### config.mk
export PLATFORM = sky130hd
export DESIGN_NAME = button_multi_click_classifier
export DESIGN_NICKNAME = d
export VERILOG_FILES = /design/src/sv/bmc_pkg.sv /design/src/sv/button_multi_click_classifier.sv /design/src/sv/bmc_cfg.sv /design/src/sv/bmc_core.sv
export SDC_FILE = /design/constraint.sdc
export NUM_CORES = 1
export LEC_CHECK = 0
export ABC_AREA = 1
export ABC_CLOCK_PERIOD_IN_PS = 5640
export BUFFER_PORTS_ARGS = -buffer_cell sky130_fd_sc_hd__buf_2
export CAP_MARGIN = 20
export CORE_MARGIN = 2
export CORE_UTILIZATION = 60
export DETAILED_ROUTE_END_ITERATION = 12
export PLACE_DENSITY = 0.81
export RECOVER_POWER = 25
export SYNTH_ARGS = -nofsm -noshare
export SYNTH_HDL_FRONTEND = slang
export SYNTH_SLANG_ARGS = --single-unit
### constraint.sdc
create_clock -name aclk -period 5.64 [get_ports aclk]
set_input_delay 0.564 -clock aclk [delete_from_list [all_inputs] [get_ports aclk]]
set_output_delay 0.564 -clock aclk [all_outputs]
set_load 0.01 [all_outputs]
### src/sv/bmc_pkg.sv
// shared types and constants for the button multi-click classifier
`timescale 1ns / 1ps

package bmc_pkg;

    localparam int TimeW   = 32;
    localparam int CfgW    = 16;
    localparam int CountW  = 8;
    localparam int KindW   = 2;
    localparam int CfgIdxW = 8;
    localparam int InDataW  = 40;
    localparam int OutDataW = 8;

    localparam logic [CountW-1:0] CountMax = '1;

    typedef enum logic [KindW-1:0] {
        KIND_SINGLE = 2'd0,
        KIND_DOUBLE = 2'd1,
        KIND_MULTI  = 2'd2
    } click_kind_t;

    typedef enum logic [CfgIdxW-1:0] {
        REG_MIN_CLICK = 8'd0,
        REG_MULTI_MAX = 8'd1
    } cfg_index_t;

    typedef struct packed {
        logic [CfgW-1:0] min_click_ms;
        logic [CfgW-1:0] multi_click_max_ms;
    } bmc_cfg_t;

    typedef struct packed {
        logic              accepted_level;
        logic [TimeW-1:0]  last_change_time;
        logic [CountW-1:0] click_count;
    } bmc_state_t;

    typedef struct packed {
        logic        valid;
        click_kind_t kind;
        logic        change;
    } bmc_result_t;

endpackage

### src/sv/button_multi_click_classifier.sv
// top level: input register, classifier state, result register, config port
// a poll is held in the input register; its result goes to the registered m_tdata output
// throughput: one poll per cycle unless s_tready stalls; the state update is one 32-bit subtract and compares
// s_tready drops only while the input register holds a poll whose result cannot
// move into a still-occupied result register
// reset: synchronous active-low aresetn clears state, counters and valid flags,
// and loads min_click_ms = 50 and multi_click_max_ms = 300
`timescale 1ns / 1ps

module button_multi_click_classifier import bmc_pkg::*; (
    input  logic                aclk,
    input  logic                aresetn,
    input  logic                s_tvalid,
    output logic                s_tready,
    input  logic [InDataW-1:0]  s_tdata,   // [31:0] now_ms, [32] button_level, rest zero
    output logic                m_tvalid,
    input  logic                m_tready,
    output logic [OutDataW-1:0] m_tdata,   // [1:0] click_kind, rest zero
    input  logic                cfg_valid,
    output logic                cfg_ready,
    input  logic [CfgIdxW-1:0]  cfg_index,
    input  logic [CfgW-1:0]     cfg_data
);

    bmc_cfg_t    cfg;
    bmc_state_t  state_reg;
    bmc_state_t  state_next;
    bmc_result_t result;

    logic             in_valid_reg;
    logic [TimeW-1:0] in_now_reg;
    logic             in_level_reg;
    logic             out_valid_reg;
    click_kind_t      out_kind_reg;
    logic             out_free;
    logic             advance;

    bmc_cfg u_cfg (
        .aclk      (aclk),
        .aresetn   (aresetn),
        .cfg_valid (cfg_valid),
        .cfg_ready (cfg_ready),
        .cfg_index (cfg_index),
        .cfg_data  (cfg_data),
        .cfg       (cfg)
    );

    bmc_core u_core (
        .cfg          (cfg),
        .state        (state_reg),
        .now_ms       (in_now_reg),
        .button_level (in_level_reg),
        .state_next   (state_next),
        .result       (result)
    );

    assign out_free = !out_valid_reg || m_tready;
    // polls without a result never wait on the output side
    assign advance  = in_valid_reg && (!result.valid || out_free);
    assign s_tready = !in_valid_reg || advance;

    assign m_tvalid = out_valid_reg;
    assign m_tdata  = {{(OutDataW-KindW){1'b0}}, out_kind_reg};

    always_ff @(posedge aclk) begin
        if (!aresetn) begin
            in_valid_reg  <= 1'b0;
            out_valid_reg <= 1'b0;
            state_reg     <= '0;
        end else begin
            if (s_tready) begin
                in_valid_reg <= s_tvalid;
            end
            if (advance) begin
                state_reg <= state_next;
            end
            if (advance && result.valid) begin
                out_valid_reg <= 1'b1;
            end else if (m_tready) begin
                out_valid_reg <= 1'b0;
            end
        end
    end

    always_ff @(posedge aclk) begin
        if (s_tready && s_tvalid) begin
            in_now_reg   <= s_tdata[TimeW-1:0];
            in_level_reg <= s_tdata[TimeW];
        end
        if (advance && result.valid) begin
            out_kind_reg <= result.kind;
        end
    end

    a_count_cleared: assert property (@(posedge aclk) disable iff (!aresetn)
        advance && result.valid |=> state_reg.click_count == '0)
        else $error("click count not cleared after report");

    a_change_time: assert property (@(posedge aclk) disable iff (!aresetn)
        advance && result.change |=> state_reg.last_change_time == $past(in_now_reg))
        else $error("change time not captured");

    a_no_report_on_change: assert property (@(posedge aclk) disable iff (!aresetn)
        in_valid_reg && result.change |-> !result.valid)
        else $error("report in the same poll as an accepted change");

    a_kind_legal: assert property (@(posedge aclk) disable iff (!aresetn)
        m_tvalid |-> m_tdata[1:0] != 2'b11)
        else $error("illegal click kind");

endmodule

### src/sv/bmc_cfg.sv
// configuration register file for debounce and report timing
`timescale 1ns / 1ps

module bmc_cfg import bmc_pkg::*; (
    input  logic               aclk,
    input  logic               aresetn,
    input  logic               cfg_valid,
    output logic               cfg_ready,
    input  logic [CfgIdxW-1:0] cfg_index,
    input  logic [CfgW-1:0]    cfg_data,
    output bmc_cfg_t           cfg
);

    bmc_cfg_t cfg_reg;
    bmc_cfg_t cfg_next;

    assign cfg_ready = 1'b1;
    assign cfg = cfg_reg;

    always_comb begin
        cfg_next = cfg_reg;
        if (cfg_valid) begin
            unique case (cfg_index)
                REG_MIN_CLICK: cfg_next.min_click_ms = cfg_data;
                REG_MULTI_MAX: cfg_next.multi_click_max_ms = cfg_data;
                default: cfg_next = cfg_reg;
            endcase
        end
    end

    always_ff @(posedge aclk) begin
        if (!aresetn) begin
            cfg_reg.min_click_ms <= CfgW'(50);
            cfg_reg.multi_click_max_ms <= CfgW'(300);
        end else begin
            cfg_reg <= cfg_next;
        end
    end

endmodule

### src/sv/bmc_core.sv
// per-poll debounce, click counting and burst classification logic
`timescale 1ns / 1ps

module bmc_core import bmc_pkg::*; (
    input  bmc_cfg_t         cfg,
    input  bmc_state_t       state,
    input  logic [TimeW-1:0] now_ms,
    input  logic             button_level,
    output bmc_state_t       state_next,
    output bmc_result_t      result
);

    logic [TimeW-1:0]  elapsed;
    logic              change;
    logic [CountW-1:0] count_upd;

    assign elapsed = now_ms - state.last_change_time;
    assign change  = (button_level != state.accepted_level)
                  && (elapsed > {{(TimeW-CfgW){1'b0}}, cfg.min_click_ms});

    always_comb begin
        count_upd = state.click_count;
        if (change && !button_level && state.click_count != CountMax) begin
            count_upd = state.click_count + CountW'(1);
        end
    end

    // an accepted change resets the elapsed time to zero, so no report then
    always_comb begin
        result.change = change;
        result.valid  = !change && (count_upd != '0)
                     && (elapsed > {{(TimeW-CfgW){1'b0}}, cfg.multi_click_max_ms});
        if (count_upd == CountW'(1)) begin
            result.kind = KIND_SINGLE;
        end else if (count_upd == CountW'(2)) begin
            result.kind = KIND_DOUBLE;
        end else begin
            result.kind = KIND_MULTI;
        end

        state_next.accepted_level   = change ? button_level : state.accepted_level;
        state_next.last_change_time = change ? now_ms : state.last_change_time;
        state_next.click_count      = result.valid ? '0 : count_upd;
    end

endmodule
# Yosys cells after proc, flatten, opt, wreduce, memory -nomap -nowiden
# Cells that the tools add are included.
# totals
regBits	110
inputBits	69
out_inout_bits	11
elab_cells	46
# classes
add_sub_neg	2
n_lt_le_gt_ge	2
n_eq_ne	5
n_mux	5
reduce_logical	22
# op_table
operator	n
$gt 32x16->1	2
$sub 32x32->32	1
$eq 8x1->1 const B	2
$mux 8	2
$add 8x1->8 const B	1
$eq 8x2->1 const B	1
$logic_and 1x1->1	8
$logic_not 8->1	1
$ne 8x8->1 const B	1
$reduce_bool 8->1	1
$reduce_and 2->1	3
$logic_not 1->1	5
$logic_or 1x1->1	3
$mux 1	2
$mux 2	1
$reduce_bool 2->1	1
$ne 1x1->1	1

# Longest topological paths before layout
# logic_depth
depth_word	14
ltp_mapped	31
mapped_depth_nobuf	31

# By module
# From an unflattened synthesis, not the netlist that was laid out.
# unflattened
hier_cells	1366
area_unflattened_um2	8658.3
# modules_own_cells
module	n_inst	cells_each	area_per_inst_um2	seq_area_each_um2
bmc_core	1	843	4197.8	0.0
button_multi_click_classifier	1	326	3050.4	1911.8
bmc_cfg	1	197	1410.1	640.6

# Least setup slack after synthesis
# No wires, ideal clock.
# synth_path
path_kind	register to register
startpoint	register in_now_reg[2]
endpoint	register in_level_reg (enable)
setup_ps	388
arrival_time_ps	3820
path_slack_ps	1433
stages_incl_launch_ff	30
path_cell_list	edfxtp_1 -> ha_1 -> nand2_1 -> nand2_1 -> inv_2 -> nand2_4 -> nand2_1 -> nand2_2 -> nand2_1 -> nand2_2 -> xor2_1 -> ha_1 -> nand2_1 -> inv_1 -> nand3_1 -> nor3_1 -> nand2_1 -> o2111ai_1 -> nand2_1 -> nand3_4 -> nand2_4 -> nand2_1 -> nand2_1 -> inv_1 -> nand2_1 -> nor2_2 -> nand2_2 -> nand4_1 -> nand2_1 -> inv_1
# synth_via
elab_chain_cells	14
elab_cells_between_ends	16
cone_classes	add/sub: 1; order compare: 2; mux: 1; reduce/logical: 12
# synth_lines
item	line	rtl
start, declared	button_multi_click_classifier.sv:31	logic [TimeW-1:0] in_now_reg;
start signal, assigned	button_multi_click_classifier.sv:87	in_now_reg <= s_tdata[TimeW-1:0];
$sub 32x32->32 (*)	bmc_core.sv:17	assign elapsed = now_ms - state.last_change_time;
$gt 32x16->1	bmc_core.sv:19	&& (elapsed > {{(TimeW-CfgW){1'b0}}, cfg.min_click_ms});
$logic_and 1x1->1	bmc_core.sv:19	
$logic_and 1x1->1 (2 in series)	bmc_core.sv:23	if (change && !button_level && state.click_count != CountMax) begin
$mux 8	bmc_core.sv:23	
$reduce_bool 8->1	bmc_core.sv:31	result.valid = !change && (count_upd != '0)
$logic_and 1x1->1	bmc_core.sv:31	
$logic_and 1x1->1 (*)	bmc_core.sv:32	&& (elapsed > {{(TimeW-CfgW){1'b0}}, cfg.multi_click_max_ms});
$logic_not 1->1 (*)	button_multi_click_classifier.sv:59	assign advance = in_valid_reg && (!result.valid || out_free);
$logic_or 1x1->1 (*)	button_multi_click_classifier.sv:59	
$logic_and 1x1->1 (*)	button_multi_click_classifier.sv:59	
$logic_or 1x1->1 (*)	button_multi_click_classifier.sv:60	assign s_tready = !in_valid_reg || advance;
net s_tready	button_multi_click_classifier.sv:14	output logic s_tready,
$logic_and 1x1->1 (*)	button_multi_click_classifier.sv:86	if (s_tready && s_tvalid) begin
end signal, assigned	button_multi_click_classifier.sv:88	in_level_reg <= s_tdata[TimeW];
end, declared	button_multi_click_classifier.sv:32	logic in_level_reg;
# Mark *: on every way through the listed nets, which the timed path passes. The rest lies on a longest branch.
# A chain may end at the register's enable or synchronous reset.

# Worst setup path in the final report
# layout_path
startpoint	register in_now_reg[0]
endpoint	output port s_tready
# layout_via
elab_chain_cells	13
elab_cells_between_ends	15
cone_classes	add/sub: 1; order compare: 2; mux: 1; reduce/logical: 11
# layout_lines
item	line
$sub 32x32->32 (*)	bmc_core.sv:17
$gt 32x16->1	bmc_core.sv:19
$logic_and 1x1->1	bmc_core.sv:19
$logic_and 1x1->1 (2 in series)	bmc_core.sv:23
$mux 8	bmc_core.sv:23
$reduce_bool 8->1	bmc_core.sv:31
$logic_and 1x1->1	bmc_core.sv:31
$logic_and 1x1->1 (*)	bmc_core.sv:32
$logic_not 1->1 (*)	button_multi_click_classifier.sv:59
$logic_or 1x1->1 (*)	button_multi_click_classifier.sv:59
$logic_and 1x1->1 (*)	button_multi_click_classifier.sv:59
$logic_or 1x1->1 (*)	button_multi_click_classifier.sv:60
end, declared	button_multi_click_classifier.sv:14
# Mark *: on every way between the ends. The rest lies on a longest branch, timed or not.

==> results.py <==
metrics = {
    "status": {
        "outcome": "finished, final reports clean",
    },
    "timing": {
        "worst_pin_slew_ns": 0.908,
        "setup_ws_ns": 0.725,
        "timing.final.crit_share_pct": 87.1,
        "period_needed_ns": 4.92,
        "timing.slew.headroom_pct": 39.3,
        "fmax_mhz": 203,
        "tns_ns": 0,
        "clock_skew_ns": 0.00842,
        "slew_viol_final": 0,
        "whs_ns": 0.374,
        "finalSetupViolCount": 0,
        "rsz0062_at_grt": "no",
        "hold_violations": 0,
    },
    "synthesis": {
        "synth_edf_count": 35,
        "synth_top_area_cell": "dfxtp_1",
        "avgSynthCellArea_sq_um": 6.82,
        "yosysSeqAreaShare_pct": 33.4,
        "async_reset_ff_share_pct": 0,
        "yosysMostFrequentCell": "nand2_1",
        "ys_dominant_reg_cell": "dfxtp_1",
        "synth.area.top_cells": "dfxtp_1 (20%), nand2_1 (15%), edfxtp_1 (14%)",
        "syn-cell-area_sq_um": 7630,
        "ys_warn_count": 0,
        "synthCells": 1119,
        "synth_common_cells": "nand2_1 (296), inv_1 (222), nor2_1 (112)",
        "yosysTopAreaCellShare_pct": 19.7,
        "ys_ff_latch": 110,
        "synth_cell_types": 44,
    },
    "clock_tree": {
        "cts.path.max_buffers": 2,
        "ctsRootBufferMaster": "clkbuf_16",
        "cts_tree": "done",
        "post-cts-setup-buffers": 0,
        "clk_transition_reported_paths_ns": 0.07,
        "clock-sinks": 110,
        "insertion_delay_ns": 0.36,
        "numCtsBuffers": 9,
        "cts-hold-fix-buffers": 0,
        "ctsHtreeMaxLevel": 3,
        "ctsResizeCount": 0,
    },
    "floorplan": {
        "core_sq_um": 12500,
        "fp-row-count": 41,
        "die_w_microns": 117,
        "start_util_pct": 61.0,
        "dieArea_sq_um": 13600,
        "die_h_microns": 117,
        "ios": 80,
    },
    "power_and_ir_drop": {
        "ir_drop_v": 0.000237,
        "power_density_nw_per_um2": 243,
        "power_mw": 2.05,
        "p_leak_nw": 4.27,
    },
    "worst_setup_path": {
        "critical_path.most_common_cell": "nand2_1",
        "cpPeakStageDelay_ns": 0.41,
        "path_class": "flop to output port",
        "crit_required_ns": 5.08,
        "cp-end-kind": "output port",
        "start_kind": "flop",
        "cpMaxStageDelayCell": "fa_1",
        "path_buf_inv": 4,
        "path_delay_family": "simple AND/OR/NAND/NOR gates",
        "crit_fanout": 9,
        "crit_arrival_ns": 4.35,
    },
    "cells_and_area": {
        "multi_input_area_sq_um": 4120,
        "drive_above_1_share_pct": 11.4,
        "ff_latch_area_sq_um": 2550,
        "fillCellCount": 1135,
        "area_growth_pct": 10.3,
        "nets": 1309,
        "largest_reg_flops": 41,
        "diodes": 0,
    },
    "placement": {
        "io_buffers": 65,
        "pre_cts_ws_ns": 1.01,
        "dp_hpwl_mm": 12.6,
        "place_congestion": 0.953,
    },
    "min_path": {
        "worst_hold_path_type": "input pin to flop",
    },
    "global_routing": {
        "grt_start_max_net_pins": 49,
        "antenna_found_initial": 0,
        "grt_overflow": 0,
        "grt_pass1_wl_mm": 27.1,
        "grt.total_usage_pct": 25.0,
        "grt_pass1_vias": 6093,
    },
    "drt": {
        "avgViaCountPerCell": 5.00,
        "routed_wl_mm": 16.3,
        "vias": 6765,
        "wire_per_inst_microns": 12.1,
        "antenna_left": 0,
        "drt_iter0_markers": 352,
        "dr.pass1.iters": 4,
        "drc_errors": 0,
    },
    "run": {
        "cap_violations": 0,
    },
}
==> worst paths after layout <==
| path | startpoint | end | slack (ns) | depth (start not counted) |
|---|---|---|---|---|
| worst min-delay path | s_tdata[32] | in_level_reg | 0.37 | 1 |
| worst min register to register | u_cfg.cfg[11] | u_cfg.cfg[11] | 0.47 | 2 |
| worst max-delay path | in_now_reg[0] | s_tready | 0.72 | 25 |
| worst max register to register | in_now_reg[0] | in_now_reg[15] | 0.89 | 27 |
==> kinds of logic (layout without fill, tap and decap cells) <==
kind of cell	Yosys count	in the layout	share of synthesized area (%)
xor+xnor	22	22	2.52
buf+inv	254	310	13.0
flops	110	110	33.4
compound gates	145	145	10.6
other cells	2	7	0.0984
fa+ha+maj	65	65	10.8
simple gates	521	521	29.6
==> routing by layer <==
metal  track usage [%]  part of all wire (%)  vias up
met2              42.7                    45      123
met4              7.69                   2.0        0
li1                  -                     -     3599
met3              3.50                   4.1       24
met5                 0                     0        -
met1              33.2                    49     3019
==> worst register-to-register path, cell delays in order, from the launching register on <==
cell and delay, ns:
edfxtp_1 0.33, inv_1 0.05, ha_1 0.20, fa_1 0.41
inv_1 0.12, nand3_1 0.07, nand3_1 0.15, nand2_1 0.09
nand3b_2 0.14, xor2_1 0.33, ha_1 0.18, nand3_1 0.12
nor3_1 0.28, nand2_1 0.10, o2111ai_1 0.08, nand2_1 0.17
nand3_4 0.20, nand2_4 0.12, nand2_1 0.08, nand2_1 0.06
inv_1 0.05, nand2_1 0.06, nor2_2 0.18, nand2_2 0.12
nand4_1 0.12, nand2_1 0.08, inv_1 0.05, buf_4 0.40
==> cell type report <==
class / instances / share of cell area, %
multi-input combinational: 760 / 48.9
sequential: 110 / 30.3
inverter: 226 / 10.1
timing repair buffer: 68 / 4.07
clock buffer: 9 / 2.67
tap: 172 / 2.55
clock inverter: 7 / 1.44
==> cells in the final DEF, fill, tap and decap left out, drive strengths merged, types with 7 or more instances in the layout <==
cell type / netlist / routed
nand2: 314 / 314
inv: 225 / 225
nor2: 124 / 124
a21oi: 96 / 96
dfxtp: 75 / 75
ha: 64 / 64
buf: 13 / 64
nand3: 51 / 51
edfxtp: 35 / 35
o21ai: 32 / 32
xor2: 19 / 19
nand4: 16 / 16
clkbuf: 15 / 13
o211ai: 9 / 9
conb: 2 / 7
==> where the power goes <==
group	leakage, nW	switching, mW	internal [mW]
logic	3.15	0.292	0.170
clock network	0.170	0.294	0.436
registers	0.948	0.0127	0.842
==> per-stage QoR <==
stage | area (sq um) | std cells | util, %
CTS | 8430 | 1352 | 67.3
global route | 8420 | 1352 | 67.3
global placement | 8080 | 1336 | 64.6
floorplan | 7650 | 1124 | -
finish | 8420 | 1352 | 67.3
detailed placement | 8080 | 1336 | 64.6
Note: power is estimated with default switching activity, not from simulation.
